--- src/rtl/hsc_pkg.sv ---
package hsc_pkg;

   typedef enum logic [0:0] {
      OP_ENCODE = 1'b0,
      OP_DECODE = 1'b1
   } op_type;

   typedef enum logic [1:0] {
      STATUS_OK        = 2'd0,
      STATUS_CORRECTED = 2'd1,
      STATUS_DOUBLE    = 2'd2
   } status_type;

   localparam int FIRST_DATA_POS = 3;

   // smallest r >= 2 with 2^r - r - 1 >= data_bits, capped at 7
   function automatic int ham_bits(input int data_bits);
      int r;
      r = 2;
      while (r < 7 && ((1 << r) - r - 1) < data_bits) begin
         r++;
      end
      return r;
   endfunction

   function automatic int code_len(input int data_bits);
      int n;
      n = data_bits + ham_bits(data_bits) + 1;
      return (n > 64) ? 64 : n;
   endfunction

   function automatic bit is_pow2(input int p);
      return (p & (p - 1)) == 0;
   endfunction

endpackage

--- src/rtl/hsc_syndrome.sv ---
module hsc_syndrome #(
   parameter int DATA_BITS = 32
) (
   input  logic [hsc_pkg::code_len(DATA_BITS)-1:0] word,
   output logic [hsc_pkg::ham_bits(DATA_BITS)-1:0] syndrome,
   output logic                                    parity
);
   import hsc_pkg::*;

   localparam int R        = ham_bits(DATA_BITS);
   localparam int CODE_LEN = code_len(DATA_BITS);

   // syndrome bit b: XOR of all positions whose index has bit b set
   always_comb begin
      syndrome = '0;
      for (int b = 0; b < R; b++) begin
         for (int p = 1; p < CODE_LEN; p++) begin
            if (((p >> b) & 1) != 0) begin
               syndrome[b] = syndrome[b] ^ word[p];
            end
         end
      end
   end

   assign parity = ^word;

endmodule

--- src/rtl/hamming_secded_codec.sv ---
// channel | dir | tdata (low bit up)                  | tuser
// req     | in  | data_word, codeword, zero pad       | op
// rsp     | out | codeword_out, data_out, zero pad    | status
//
// Three register stages: input capture, syndrome/parity XOR tree,
// correct/extract plus output register. One transaction is taken every
// cycle while rsp is not stalled.
// Synchronous active-high reset clears the stage valid bits only.
// A stalled rsp backs up stage by stage; each stage advances when the
// one after it is empty or moving, so nothing is dropped or repeated.
module hamming_secded_codec #(
   parameter int DATA_BITS = 32
) (
   input  logic clock,
   input  logic reset,
   input  logic req_tvalid,
   output logic req_tready,
   // data_word, codeword
   input  logic [((DATA_BITS + hsc_pkg::code_len(DATA_BITS) + 7) / 8) * 8 - 1:0] req_tdata,
   // op
   input  logic [0:0] req_tuser,
   output logic rsp_tvalid,
   input  logic rsp_tready,
   // codeword_out, data_out
   output logic [((DATA_BITS + hsc_pkg::code_len(DATA_BITS) + 7) / 8) * 8 - 1:0] rsp_tdata,
   // status
   output logic [1:0] rsp_tuser
);
   import hsc_pkg::*;

   localparam int R        = ham_bits(DATA_BITS);
   localparam int CODE_LEN = code_len(DATA_BITS);
   localparam int BUS_W    = ((DATA_BITS + CODE_LEN + 7) / 8) * 8;

   // stage 1: captured request
   logic                s1_valid_ff;
   op_type              s1_op_ff;
   logic [DATA_BITS-1:0] s1_data_ff;
   logic [CODE_LEN-1:0] s1_code_ff;

   // stage 2: word under test with its syndrome and parity
   logic                s2_valid_ff;
   op_type              s2_op_ff;
   logic [CODE_LEN-1:0] s2_word_ff, s2_word_in;
   logic [R-1:0]        s2_syn_ff, s2_syn_in;
   logic                s2_par_ff, s2_par_in;

   // stage 3: output register
   logic                 s3_valid_ff;
   logic [CODE_LEN-1:0]  s3_code_ff, s3_code_in;
   logic [DATA_BITS-1:0] s3_data_ff, s3_data_in;
   status_type           s3_status_ff, s3_status_in;

   logic ready1, ready2, ready3;

   assign ready3     = !s3_valid_ff || rsp_tready;
   assign ready2     = !s2_valid_ff || ready3;
   assign ready1     = !s1_valid_ff || ready2;
   assign req_tready = ready1;

   always_ff @(posedge clock) begin
      if (reset) begin
         s1_valid_ff <= 1'b0;
      end else if (ready1) begin
         s1_valid_ff <= req_tvalid;
      end
      if (ready1) begin
         s1_op_ff   <= op_type'(req_tuser[0]);
         s1_data_ff <= req_tdata[DATA_BITS-1:0];
         s1_code_ff <= req_tdata[DATA_BITS +: CODE_LEN];
      end
   end

   // data bits into non-power-of-two positions from position 3 upward
   logic [CODE_LEN-1:0] placed;
   always_comb begin
      int k;
      k = 0;
      placed = '0;
      for (int p = FIRST_DATA_POS; p < CODE_LEN; p++) begin
         if (!is_pow2(p) && k < DATA_BITS) begin
            placed[p] = s1_data_ff[k];
            k++;
         end
      end
   end

   assign s2_word_in = (s1_op_ff == OP_DECODE) ? s1_code_ff : placed;

   hsc_syndrome #(
      .DATA_BITS(DATA_BITS)
   ) u_syndrome (
      .word     (s2_word_in),
      .syndrome (s2_syn_in),
      .parity   (s2_par_in)
   );

   always_ff @(posedge clock) begin
      if (reset) begin
         s2_valid_ff <= 1'b0;
      end else if (ready2) begin
         s2_valid_ff <= s1_valid_ff;
      end
      if (ready2) begin
         s2_op_ff   <= s1_op_ff;
         s2_word_ff <= s2_word_in;
         s2_syn_ff  <= s2_syn_in;
         s2_par_ff  <= s2_par_in;
      end
   end

   // stage 3 logic
   logic [CODE_LEN-1:0] encoded, fixed;
   logic                syn_in_range;

   always_comb begin
      encoded = s2_word_ff;
      for (int i = 0; i < R; i++) begin
         encoded[1 << i] = s2_syn_ff[i];
      end
      encoded[0] = s2_par_ff ^ (^s2_syn_ff);
   end

   assign syn_in_range = {1'b0, s2_syn_ff} < (R + 1)'(CODE_LEN);

   always_comb begin
      fixed        = s2_word_ff;
      s3_status_in = STATUS_OK;
      if (s2_syn_ff == '0) begin
         s3_status_in = s2_par_ff ? STATUS_CORRECTED : STATUS_OK;
      end else if (!s2_par_ff || !syn_in_range) begin
         s3_status_in = STATUS_DOUBLE;
      end else begin
         fixed        = s2_word_ff ^ (CODE_LEN'(1) << s2_syn_ff);
         s3_status_in = STATUS_CORRECTED;
      end
      if (s2_op_ff == OP_ENCODE) begin
         s3_status_in = STATUS_OK;
      end
   end

   logic [DATA_BITS-1:0] extracted;
   always_comb begin
      int k;
      k = 0;
      extracted = '0;
      for (int p = FIRST_DATA_POS; p < CODE_LEN; p++) begin
         if (!is_pow2(p) && k < DATA_BITS) begin
            extracted[k] = fixed[p];
            k++;
         end
      end
   end

   assign s3_code_in = (s2_op_ff == OP_ENCODE) ? encoded : '0;
   assign s3_data_in = (s2_op_ff == OP_DECODE) ? extracted : '0;

   always_ff @(posedge clock) begin
      if (reset) begin
         s3_valid_ff <= 1'b0;
      end else if (ready3) begin
         s3_valid_ff <= s2_valid_ff;
      end
      if (ready3) begin
         s3_code_ff   <= s3_code_in;
         s3_data_ff   <= s3_data_in;
         s3_status_ff <= s3_status_in;
      end
   end

   assign rsp_tvalid = s3_valid_ff;
   assign rsp_tdata  = BUS_W'({s3_data_ff, s3_code_ff});
   assign rsp_tuser  = s3_status_ff;

   // an error status only comes from a decode, which carries no codeword
   assert property (@(posedge clock) disable iff (reset)
      (s3_valid_ff && s3_status_ff != STATUS_OK) |-> (s3_code_ff == '0))
      else $error("error status on an encode transaction");

   // a stalled stage 2 keeps its transaction
   assert property (@(posedge clock) disable iff (reset)
      (s2_valid_ff && !ready3) |=> (s2_valid_ff && $stable(s2_word_ff)))
      else $error("stage 2 lost or changed a stalled transaction");

   // a stalled output register keeps its result
   assert property (@(posedge clock) disable iff (reset)
      (s3_valid_ff && !rsp_tready) |=> (s3_valid_ff && $stable(s3_data_ff)
         && $stable(s3_code_ff) && $stable(s3_status_ff)))
      else $error("output register changed under stall");

   // encode leaves no data field, decode no codeword field
   assert property (@(posedge clock) disable iff (reset)
      s3_valid_ff |-> (s3_code_ff == '0 || s3_data_ff == '0))
      else $error("both result fields nonzero");

endmodule

--- config.mk ---
export PLATFORM = sky130hd
export DESIGN_NAME = hamming_secded_codec
export DESIGN_NICKNAME = d
export VERILOG_FILES = /design/src/rtl/hsc_pkg.sv /design/src/rtl/hsc_syndrome.sv /design/src/rtl/hamming_secded_codec.sv
export SDC_FILE = /design/constraint.sdc
export NUM_CORES = 1
export LEC_CHECK = 0
export BUFFER_PORTS_ARGS = -buffer_cell sky130_fd_sc_hd__buf_2
export CORE_ASPECT_RATIO = 0.5
export CORE_UTILIZATION = 50
export DETAILED_ROUTE_END_ITERATION = 6
export PLACE_DENSITY = 0.73
export SYNTH_ARGS = -nofsm -noshare
export SYNTH_HDL_FRONTEND = slang
export SYNTH_HIERARCHICAL = 1
export SYNTH_SLANG_ARGS = --single-unit
export TNS_END_PERCENT = 1
--- constraint.sdc ---
create_clock -name clock -period 3.6 [get_ports clock]
set_input_delay 0.18 -clock clock [delete_from_list [all_inputs] [get_ports clock]]
set_output_delay 0.18 -clock clock [all_outputs]
set_load 0.02 [all_outputs]
==> results of run 1 <==
## cell usage in the layout, fill, tap and decap left out, drive strengths merged, types with 12 or more instances in the layout
master and n:
inv 20, buf 160, clkbuf 17, mux2 32, dlygate4sd3 74, edfxtp 185
xor2 17, nand4 18, xnor2 72, nor2b 37, nor2 12, and2 32
## registers in the layout, indices dropped and copies added (netlist names)
register / flops
s2_op_ff: 1
rsp_tuser: 2
s1_valid_ff: 1
s3_data_ff: 32
s1_code_ff: 39
s2_syn_ff: 6
s1_op_ff: 1
s1_data_ff: 32
s2_par_ff: 1
s2_valid_ff: 1
s2_word_ff: 32
rsp_tvalid: 1
s3_code_ff: 39
## logic make-up after synthesis
logic type,Yosys count,share of synthesized area [%]
buf+inv,31,1.69
fa+ha+maj,9,1.38
xor+xnor,93,10.9
simple gates,142,10.8
mux,36,4.91
other cells,1,0.0460
flops,188,68.8
compound gates,18,1.46
## layer usage
metal	global-route usage [%]	vias up
met5	0	-
met4	5.74	0
met3	4.64	8
met2	32.5	165
met1	32.8	2336
li1	-	2333
## repair_timing
action	in CTS	in global routing
hold endpoints to repair	75	0
endpoints found under the setup margin	0	0
gates resized for setup	0	0
hold buffers	74	0
## how the worst max path moves through the flow
stage,from,cells after the start,end
floorplan,rsp_tvalid,3,s1_code_ff[0]
global placement,s1_op_ff,7,s2_par_ff
detailed placement,s1_op_ff,7,s2_par_ff
CTS,s1_op_ff,7,s2_par_ff
global route,s1_op_ff,7,s2_par_ff
finish,s1_op_ff,7,s2_par_ff
## worst max-delay path: stages (launching register included)
cell                       delay, ns
sky130_fd_sc_hd__edfxtp_1       0.74
sky130_fd_sc_hd__buf_4          0.33
sky130_fd_sc_hd__mux2_2         0.40
sky130_fd_sc_hd__xor2_1         0.29
sky130_fd_sc_hd__xnor2_1        0.14
sky130_fd_sc_hd__xnor2_1        0.23
sky130_fd_sc_hd__xor3_1         0.38
sky130_fd_sc_hd__xor2_1         0.16
## area by class of cell
type | instances | area share (%)
Clock buffer | 17 | 4.06
Clock inverter | 15 | 1.41
Inverter | 10 | 0.358
Multi-Input combinational cell | 299 | 23.0
Sequential cell | 188 | 53.6
Tap cell | 221 | 2.64
Timing Repair Buffer | 234 | 15.0
## power groups by stage
stage	Sequential (mW)	Clock, mW	Combinational (mW)
6_report	2.87	1.81	1.42
5_1_grt	2.89	1.92	1.55
4_1_cts	2.86	1.83	1.42
3_5_place_dp	2.91	0	1.35
3_3_place_gp	2.91	0	1.32
2_1_floorplan	2.95	0	0.926
## metrics by stage
step | hold slack [ns] | total power [mW] | util, % | area [um2]
6_report | 0.0738 | 6.10 | 66.9 | 10500
5_1_grt | 0.0858 | 6.37 | 66.9 | 10500
4_1_cts | 0.0604 | 6.11 | 66.9 | 10500
3_5_place_dp | 0.358 | 4.26 | 58.5 | 9160
3_3_place_gp | 0.358 | 4.22 | 58.5 | 9160
2_1_floorplan | 0.252 | 3.88 | - | 8160
==> impl_summary.log, run 1 <==
[metrics] number of nets at the end of the flow: 836
[metrics] netlist area before placement: 8160 um2
[metrics] library cell occupying the most area in the post-synthesis netlist: sky130_fd_sc_hd__edfxtp_1
[metrics] Final Instance Count excl. Fillers: 984
[metrics] number of global-route vias before repair: 4754
[metrics] Synth area leaders: sky130_fd_sc_hd__edfxtp_1 68%, sky130_fd_sc_hd__xnor2_1 7.5%, sky130_fd_sc_hd__mux2_2 4.4%
[metrics] Worst Setup Start Kind: register
[metrics] Hold Path Depth: 4
[metrics] crit share post-route: 81.4%
[metrics] worst min-delay path category: primary input to register
[metrics] DIE AREA: 16900 um2
[metrics] Cells after Synth: 518
[metrics] WL met3: 982 um
[metrics] number of buffers inserted during clock tree synthesis: 17
[metrics] part of the power in combinational logic: 23.3%
[metrics] total number of H-tree levels: 4
[metrics] worst clock skew: 0.0135 ns
[metrics] Hold EP: rsp_tvalid
[metrics] Top-Level Pins: 153
[metrics] ranking of synthesized cells by instance count: 185 x sky130_fd_sc_hd__edfxtp_1, 70 x sky130_fd_sc_hd__xnor2_1, 37 x sky130_fd_sc_hd__nor2b_1
[metrics] worst setup timing slack at the placement stage: 0.695 ns
[metrics] later-pin clock latency in the skew report: 0.43 ns
[metrics] Via Count: 4842
[metrics] transition at the pin with the smallest max-transition slack: 0.967 ns
[metrics] Routability Congestion: 0.787
[metrics] library cell with the highest instance count after synthesis: sky130_fd_sc_hd__edfxtp_1
[metrics] critical path capture point type: register
[metrics] status: completed
[metrics] initial standard-cell utilization of the core: 52.1%
[metrics] final critical path time including I/O delays and setup: 2.93 ns
[metrics] Area Overhead vs Synth: 28.4%
[metrics] Setup TNS: 0 ns
[metrics] total global routing track utilization: 21.9%
[metrics] Internal Pwr Total: 4.27 mW
[metrics] Reg2Reg Capture Point: s2_par_ff
[metrics] required time at the endpoint of the critical path: 3.77 ns
[metrics] area of the core: 15700 um2
[metrics] sum of routed wire segments on met1: 8.68 mm
[metrics] net switching share of the total power: 30.0%
[metrics] Die Span X: 183 um
[metrics] top-area cell type share of the netlist area: 68.1%
[metrics] wire length of the first global-routing pass: 26.8 mm
[metrics] number of core rows: 32
[metrics] clk buf depth: 2
[metrics] post-detailed-route via-to-cell ratio: 4.92
[metrics] worst slew margin relative to its limit: 35.3%
[metrics] number of synthesized register bits: 188
[metrics] remaining antenna violation count after routing: 0
[metrics] area used by multi-input combinational logic: 2410 um2
[metrics] setup repair after global routing missed its margin: no
[metrics] initial antenna violation count: 0
[metrics] part of the total power dissipated in the clock network: 29.7%
[metrics] CTS tree: done
[metrics] number of remaining DRC errors: 0
[metrics] switching power summed over all nets: 1.83 mW
[metrics] number of fill cells in the layout: 1083
[metrics] number of enable flip-flop cells after synthesis: 185
[metrics] synthesized area per cell: 15.7 um2
[metrics] Post-DP HPWL: 11.5 mm
[metrics] maximum number of pins on one net before global-route repair: 74
[metrics] most used flip-flop cell after synthesis: sky130_fd_sc_hd__edfxtp_1
[metrics] Worst EP arrival: 3.10 ns
[metrics] die extent in y: 92.3 um
[metrics] residual overflow from global routing: 0
[metrics] number of maximum-capacitance violations: 0
[metrics] Clock Sink Count: 188
[metrics] routed length per instance: 17.9 um
[metrics] ANT cells: 0
[metrics] count of synthesis-stage warnings from yosys: 6
[metrics] top fanout value on the critical path: 15
[metrics] net count after synthesis: 604
[metrics] max-slew violation count: 0
[metrics] register area share after synthesis: 68.8%
[metrics] smallest setup slack after layout: 0.668 ns
[metrics] Unique masters post-synth: 40
[metrics] met2 routed WL: 7.79 mm
[metrics] Detailed Route Iter0 Violations: 399
[metrics] number of optimization iterations in the first detailed-route pass: 4
[metrics] highest metal layer used by the detailed router: met4
[metrics] clock slew seen by the registers of the worst setup and hold paths: 0.08 ns
[metrics] total wirelength of the detailed-routed design: 17.6 mm
[metrics] input/output buffers: 150
[metrics] Clk Tree Root Cell: sky130_fd_sc_hd__clkbuf_16
[metrics] critical path start-end classification: register to register
[metrics] fraction of final layout cells sized beyond drive strength 1: 30.4%
[metrics] count of placed standard cells including taps: 878
[metrics] worst-case vdd ir drop: 312 uV
[metrics] final number of setup-violating endpoints: 0
[metrics] Hold Crit Start: rsp_tready
[metrics] count of final hold-check violations: 0
[metrics] buffers inserted by post-CTS timing repair: 0
[metrics] sequential power share: 47.0%
[metrics] number of cells traversed by the worst register-to-register path: 7
[metrics] power density over the cells: 582 nW/um2
[metrics] share of flip-flops with an asynchronous set or reset: 0%
[metrics] Reg2Reg Setup Slack: 0.67 ns
[metrics] highest attainable clock frequency: 0.341 GHz
[metrics] critical register-to-register path startpoint: s1_op_ff
[metrics] area taken by flip-flops and latches: 5620 um2
[metrics] leakage power figure: 4.22 nW
Note: power is estimated with default switching activity, not from simulation.
==> run 2: changes to the inputs <==
PLACE_DENSITY = 0.76   (was 0.73)
clock period = 2.63 ns   (was 3.6 ns; I/O delays follow)
==> run 2 against run 1 <==
Compared with the run above: core utilization increased by 0.86 points; flip-flop and latch count unchanged; sequential share of layout area decreased by 0.68 points; sequential power increased by 36%; power increased by 37%; final area increased by 1.3%; maximum frequency increased by 16%.
==> impl_summary.log, run 2 (synthesized netlist as in run 1, its figures left out) <==
[metrics] fraction of final layout cells sized beyond drive strength 1: 31.9% (was 30.4%)
[metrics] worst-case vdd ir drop: 609 uV (was 312 uV)
[metrics] worst min-delay path category: primary input to register (unchanged)
[metrics] final critical path time including I/O delays and setup: 2.53 ns (was 2.93 ns)
[metrics] crit share post-route: 96.0% (was 81.4%)
[metrics] beginning of the critical path: s1_op_ff (unchanged)
[metrics] Max stage delay cell, worst path: sky130_fd_sc_hd__mux2_2 (was sky130_fd_sc_hd__edfxtp_1)
[metrics] count of final hold-check violations: 0 (unchanged)
[metrics] final number of setup-violating endpoints: 0 (unchanged)
[metrics] count of placed standard cells including taps: 884 (was 878)
[metrics] power density over the cells: 788 nW/um2 (was 582 nW/um2)
[metrics] number of optimization iterations in the first detailed-route pass: 5 (was 4)
[metrics] initial standard-cell utilization of the core: 52.1% (unchanged)
[metrics] total wirelength of the detailed-routed design: 18.0 mm (was 17.6 mm)
[metrics] Via Count: 4982 (was 4842)
[metrics] total cell area at the placement stage: 9260 um2 (was 9160 um2)
[metrics] residual overflow from global routing: 0 (unchanged)
[metrics] transition at the pin with the smallest max-transition slack: 0.765 ns (was 0.967 ns)
[metrics] Hold Crit Start: rsp_tready (unchanged)
[metrics] total global routing track utilization: 22.2% (was 21.9%)
[metrics] DIE AREA: 16900 um2 (unchanged)
[metrics] later-pin clock latency in the skew report: 0.43 ns (about the same)
[metrics] number of buffers inserted during clock tree synthesis: 17 (unchanged)
[metrics] Worst EP arrival: 2.69 ns (was 3.10 ns)
[metrics] remaining antenna violation count after routing: 0 (unchanged)
[metrics] top fanout value on the critical path: 24 (was 15)
[metrics] Worst Setup Start Kind: register (unchanged)
[metrics] CTS tree: done (unchanged)
[metrics] clock slew seen by the registers of the worst setup and hold paths: 0.07 ns (was 0.08 ns)
[metrics] leakage power figure: 4.28 nW (was 4.22 nW)
[metrics] clk buf depth: 2 (unchanged)
[metrics] Internal Pwr Total: 5.87 mW (was 4.27 mW)
[metrics] initial antenna violation count: 0 (unchanged)
[metrics] die extent in y: 92.3 um (unchanged)
[metrics] Area Overhead vs Synth: 30.1% (was 28.4%)
[metrics] number of buffer and inverter stages on the critical path: 2 (was 1)
[metrics] Routability Congestion: 0.876 (was 0.787)
[metrics] cell type group with the largest total delay on the critical path: XOR/XNOR gates (unchanged)
[metrics] part of the total power dissipated in the clock network: 29.0% (was 29.7%)
[metrics] total number of H-tree levels: 4 (unchanged)
[metrics] most frequent standard cell in the layout excluding fill and tap cells: sky130_fd_sc_hd__edfxtp_1 (unchanged)
[metrics] number of remaining DRC errors: 0 (unchanged)
[metrics] critical path start-end classification: register to register (unchanged)
[metrics] status: completed (unchanged)
[metrics] highest-count cells in the layout ignoring fill and taps: 185 x sky130_fd_sc_hd__edfxtp_1, 150 x sky130_fd_sc_hd__buf_2, 74 x sky130_fd_sc_hd__dlygate4sd3_1 (unchanged)
[metrics] Clk Tree Root Cell: sky130_fd_sc_hd__clkbuf_16 (unchanged)
[metrics] max-slew violation count: 0 (unchanged)
[metrics] routed length per instance: 18.2 um (was 17.9 um)
[metrics] registers with the most flip-flops: s1_code_ff: 39 flops, s3_code_ff: 39 flops (unchanged)
[metrics] required time at the endpoint of the critical path: 2.80 ns (was 3.77 ns)
[metrics] setup repair after global routing missed its margin: no (unchanged)
[metrics] sequential power share: 46.7% (was 47.0%)
[metrics] Top-Level Pins: 153 (unchanged)
[metrics] Post-DP HPWL: 11.9 mm (was 11.5 mm)
[metrics] net switching share of the total power: 29.8% (was 30.0%)
[metrics] switching power summed over all nets: 2.49 mW (was 1.83 mW)
[metrics] maximum number of pins on one net before global-route repair: 43 (was 74)
[metrics] CP max stage delay: 0.41 ns (was 0.74 ns)
[metrics] final design area excluding fillers: 10600 um2 (was 10500 um2)
[metrics] part of the power in combinational logic: 24.3% (was 23.3%)
[metrics] wire length of the first global-routing pass: 27.5 mm (was 26.8 mm)
[metrics] Clock Sink Count: 188 (unchanged)
[metrics] critical path capture point type: register (unchanged)
[metrics] worst clock skew: 0.0101 ns (was 0.0135 ns)
[metrics] number of core rows: 32 (unchanged)
[metrics] critical register-to-register path startpoint: s1_op_ff (unchanged)
[metrics] input/output buffers: 150 (unchanged)
[metrics] post-detailed-route via-to-cell ratio: 5.03 (was 4.92)
[metrics] number of maximum-capacitance violations: 0 (unchanged)
[metrics] Final Hold Slack: 0.0289 ns (was 0.0738 ns)
[metrics] Detailed Route Iter0 Violations: 389 (was 399)
[metrics] Final Instance Count excl. Fillers: 990 (was 984)
[metrics] Post-Route Utilization: 67.8% (was 66.9%)
[metrics] highest attainable clock frequency: 0.396 GHz (was 0.341 GHz)
[metrics] Setup TNS: 0 ns (unchanged)
[metrics] area of the core: 15700 um2 (unchanged)
[metrics] cells traversed along the worst timing path: buf_4, buf_12, mux2_2, xor2_1, xor2_1, xnor3_1, xnor3_1 (was buf_4, mux2_2, xor2_1, xnor2_1, xnor2_1, xor3_1, xor2_1)
[metrics] worst slew margin relative to its limit: 49.0% (was 35.3%)
[metrics] number of global-route vias before repair: 4954 (was 4754)
[metrics] Die Span X: 183 um (unchanged)
[metrics] number of nets at the end of the flow: 843 (was 836)
[metrics] ANT cells: 0 (unchanged)
==> run 2: cell types whose count changed in the layout (fill, tap and decap cells not counted), moves of 3 or more <==
| cell | before | now |
|---|---|---|
| sky130_fd_sc_hd__buf_12 | 0 | 4 |
| sky130_fd_sc_hd__buf_4 | 10 | 13 |
| sky130_fd_sc_hd__inv_6 | 7 | 4 |
| sky130_fd_sc_hd__xnor2_1 | 70 | 67 |
| sky130_fd_sc_hd__xnor2_2 | 2 | 5 |
| sky130_fd_sc_hd__xor2_1 | 17 | 13 |
| sky130_fd_sc_hd__xor2_2 | 0 | 4 |
==> run 2: area by class of cell <==
| type | count | area (um2) |
|---|---|---|
| fill | 1103 | 5040 |
| clock buffer | 17 | 425 |
| inverter | 10 | 37.5 |
| multi-input combinational | 299 | 2460 |
| clock inverter | 14 | 128 |
| tap | 221 | 277 |
| timing repair buffer | 241 | 1670 |
| sequential | 188 | 5620 |
==> run 2: worst reg2reg max path, stage by stage (launching register included) <==
cell	delay (ns)
sky130_fd_sc_hd__edfxtp_1	0.32
sky130_fd_sc_hd__buf_4	0.22
sky130_fd_sc_hd__buf_12	0.20
sky130_fd_sc_hd__mux2_2	0.42
sky130_fd_sc_hd__xor2_1	0.30
sky130_fd_sc_hd__xor2_1	0.21
sky130_fd_sc_hd__xnor3_1	0.25
sky130_fd_sc_hd__xnor3_1	0.33
==> run 2: path summary, 6_finish.rpt <==
check             slack, ns  cells after the start           end
hold / removal         0.03                      4    rsp_tvalid
setup reg to reg       0.10                      7  s2_syn_ff[1]
setup / recovery       0.10                      7  s2_syn_ff[1]
hold reg to reg        0.50                      2    rsp_tvalid
==> run 2: what timing repair did <==
item	CTS	global route
endpoints found under the setup margin	1	1
hold buffers	74	0
resized for setup	0	7
pin swaps	1	1
setup buffers	1	0
endpoints found under the hold margin	75	0
==> run 2: power by group through the flow <==
stage,Combinational (mW),Clock (mW),Sequential [mW]
finish,2.03,2.43,3.90
global route,2.19,2.58,3.94
CTS,2.00,2.44,3.90
detailed placement,1.89,0,3.96
global placement,1.86,0,3.95
floorplan,1.27,0,4.04
==> run 2: through the flow <==
stage,total power [mW],setup slack (ns)
2_1_floorplan,5.31,0.108
3_3_place_gp,5.81,0.117
3_5_place_dp,5.85,0.00691
4_1_cts,8.33,0.0150
5_1_grt,8.71,0.00774
6_report,8.37,0.105
==> run 2: per-layer routing <==
metal	track usage, %	vias to the layer above	wire length (um)
met5	0	-	0
met4	7.42	0	252
met3	4.84	21	1170
met2	32.7	177	7870
met1	32.8	2439	8690
li1	-	2345	-
==> run 3: changes to the inputs <==
RECOVER_POWER = 25   (was unset)
==> run 3 against run 2 <==
Compared with the run above: global-route usage is the same; clock power about the same; combinational power hardly changed; clock-buffer cell count stayed put; final area shrank 0.58%; final cell count unchanged; critical endpoint unchanged; largest power group unchanged.
==> impl_summary.log, run 3 (synthesized netlist as in run 1, its figures left out) <==
[metrics] routed length per instance: 18.2 um (about the same)
[metrics] max-slew violation count: 0 (unchanged)
[metrics] initial antenna violation count: 0 (unchanged)
[metrics] cell type group with the largest total delay on the critical path: XOR/XNOR gates (unchanged)
[metrics] worst min-delay path category: primary input to register (unchanged)
[metrics] Final Instance Count excl. Fillers: 990 (unchanged)
[metrics] Top-Level Pins: 153 (unchanged)
[metrics] CTS tree: done (unchanged)
[metrics] highest attainable clock frequency: 0.392 GHz (was 0.396 GHz)
[metrics] total number of H-tree levels: 4 (unchanged)
[metrics] setup repair after global routing missed its margin: no (unchanged)
[metrics] Max stage delay cell, worst path: sky130_fd_sc_hd__mux2_2 (unchanged)
[metrics] Hold Path Depth: 4 (unchanged)
[metrics] post-detailed-route via-to-cell ratio: 5.04 (was 5.03)
[metrics] ANT cells: 0 (unchanged)
[metrics] Detailed Route Iter0 Violations: 353 (was 389)
[metrics] final design area excluding fillers: 10600 um2 (about the same)
[metrics] worst-case vdd ir drop: 608 uV (was 609 uV)
[metrics] number of nets at the end of the flow: 843 (unchanged)
[metrics] Critical Path Stages: 7 (unchanged)
[metrics] final critical path time including I/O delays and setup: 2.55 ns (was 2.53 ns)
[metrics] input/output buffers: 150 (unchanged)
[metrics] registers with the most flip-flops: s1_code_ff: 39 flops, s3_code_ff: 39 flops (unchanged)
[metrics] worst clock skew: 0.0107 ns (was 0.0101 ns)
[metrics] die extent in y: 92.3 um (unchanged)
[metrics] most frequent standard cell in the layout excluding fill and tap cells: sky130_fd_sc_hd__edfxtp_1 (unchanged)
[metrics] Die Span X: 183 um (unchanged)
[metrics] worst slew margin relative to its limit: 49.8% (was 49.0%)
[metrics] total wirelength of the detailed-routed design: 18.0 mm (about the same)
[metrics] maximum number of pins on one net before global-route repair: 43 (unchanged)
[metrics] number of buffers inserted during clock tree synthesis: 17 (unchanged)
[metrics] number of maximum-capacitance violations: 0 (unchanged)
[metrics] final number of setup-violating endpoints: 0 (unchanged)
[metrics] Worst EP arrival: 2.72 ns (was 2.69 ns)
[metrics] Via Count: 4987 (was 4982)
[metrics] wire length of the first global-routing pass: 27.5 mm (unchanged)
[metrics] required time at the endpoint of the critical path: 2.80 ns (about the same)
[metrics] critical path capture point type: register (unchanged)
[metrics] Clock Sink Count: 188 (unchanged)
[metrics] residual overflow from global routing: 0 (unchanged)
[metrics] initial standard-cell utilization of the core: 52.1% (unchanged)
[metrics] leakage power figure: 4.12 nW (was 4.28 nW)
[metrics] DIE AREA: 16900 um2 (unchanged)
[metrics] top fanout value on the critical path: 24 (unchanged)
[metrics] count of final hold-check violations: 0 (unchanged)
[metrics] Clk Tree Root Cell: sky130_fd_sc_hd__clkbuf_16 (unchanged)
[metrics] total cell area at the placement stage: 9260 um2 (unchanged)
[metrics] area of the core: 15700 um2 (unchanged)
[metrics] number of fill cells in the layout: 1130 (was 1103)
[metrics] total global routing track utilization: 22.2% (unchanged)
[metrics] number of global-route vias before repair: 4954 (unchanged)
[metrics] clk buf depth: 2 (unchanged)
[metrics] highest-count cells in the layout ignoring fill and taps: 185 x sky130_fd_sc_hd__edfxtp_1, 101 x sky130_fd_sc_hd__buf_2, 74 x sky130_fd_sc_hd__dlygate4sd3_1 (was 185 x sky130_fd_sc_hd__edfxtp_1, 150 x sky130_fd_sc_hd__buf_2, 74 x sky130_fd_sc_hd__dlygate4sd3_1)
[metrics] count of placed standard cells including taps: 884 (unchanged)
[metrics] Routability Congestion: 0.876 (unchanged)
[metrics] cells traversed along the worst timing path: buf_4, buf_12, mux2_2, xor2_1, xor2_1, xnor3_1, xnor3_1 (unchanged)
[metrics] number of remaining DRC errors: 0 (unchanged)
[metrics] total power draw: 8.35 mW (was 8.37 mW)
[metrics] Post-DP HPWL: 11.9 mm (unchanged)
[metrics] fraction of final layout cells sized beyond drive strength 1: 25.5% (was 31.9%)
[metrics] number of buffer and inverter stages on the critical path: 2 (unchanged)
[metrics] number of core rows: 32 (unchanged)
[metrics] crit share post-route: 97.0% (was 96.0%)
[metrics] number of optimization iterations in the first detailed-route pass: 5 (unchanged)
[metrics] status: completed (unchanged)
[metrics] Setup TNS: 0 ns (unchanged)
[metrics] power density over the cells: 791 nW/um2 (was 788 nW/um2)
[metrics] remaining antenna violation count after routing: 0 (unchanged)
[metrics] CP max stage delay: 0.41 ns (about the same)
[metrics] Area Overhead vs Synth: 29.3% (was 30.1%)
[metrics] Worst Setup Start Kind: register (unchanged)
[metrics] later-pin clock latency in the skew report: 0.43 ns (about the same)
[metrics] transition at the pin with the smallest max-transition slack: 0.753 ns (was 0.765 ns)
[metrics] critical path start-end classification: register to register (unchanged)
[metrics] clock slew seen by the registers of the worst setup and hold paths: 0.07 ns (about the same)
[metrics] number of cells traversed by the worst register-to-register path: 7 (unchanged)
run 3: through the flow:
step	utilization [%]	hold slack [ns]	worst slack (ns)
after floorplan	-	0.204	0.108
after global placement	59.1	0.309	0.117
after detailed placement	59.1	0.310	0.00691
after CTS	67.4	0.0128	0.0150
after global routing	67.4	0.0762	0.00774
final	67.4	0.0321	0.0792
run 3: area by class of cell:
class	count	area [um2]	share of cell area [%]
clock buffer	17	425	4.03
clock inverter	14	128	1.21
inverter	10	37.5	0.356
multi-input combinational	299	2460	23.3
sequential	188	5620	53.2
tap	221	277	2.62
timing repair buffer	241	1610	15.2
run 3: timing repair:
item,4_1_cts,5_1_grt
pin swaps,1,1
setup endpoints to repair,1,1
resized for setup,0,7
hold buffers,74,0
buffers inserted,1,0
endpoints found under the hold margin,75,0
run 3: path summary, 6_finish.rpt:
kind / from / endpoint / slack, ns
setup reg to reg: s1_op_ff / s2_syn_ff[1] / 0.08
setup / recovery: s1_op_ff / s2_syn_ff[1] / 0.08
hold / removal: rsp_tready / rsp_tvalid / 0.03
hold reg to reg: s2_valid_ff / rsp_tvalid / 0.51
run 3: routing by layer:
| metal | routed length [um] | share of wire (%) | up-vias | track usage, % |
|---|---|---|---|---|
| li1 | - | - | 2346 | - |
| met1 | 8790 | 49 | 2447 | 32.8 |
| met2 | 7920 | 44 | 175 | 32.7 |
| met3 | 1080 | 6.0 | 19 | 4.84 |
| met4 | 240 | 1.3 | 0 | 7.42 |
| met5 | 0 | 0 | - | 0 |
run 3: power by group:
| part | switching (mW) | internal [mW] | leakage [nW] |
|---|---|---|---|
| sequential | 0.228 | 3.68 | 2.05 |
| combinational | 1.09 | 0.934 | 1.81 |
| clock | 1.18 | 1.24 | 0.261 |
| total | 2.49 | 5.86 | 4.12 |
run 3: worst register-to-register path, stage by stage (launching register included):
cell                       delay (ns)
sky130_fd_sc_hd__edfxtp_1        0.32
sky130_fd_sc_hd__buf_4           0.22
sky130_fd_sc_hd__buf_12          0.20
sky130_fd_sc_hd__mux2_2          0.42
sky130_fd_sc_hd__xor2_1          0.32
sky130_fd_sc_hd__xor2_1          0.22
sky130_fd_sc_hd__xnor3_1         0.25
sky130_fd_sc_hd__xnor3_1         0.33
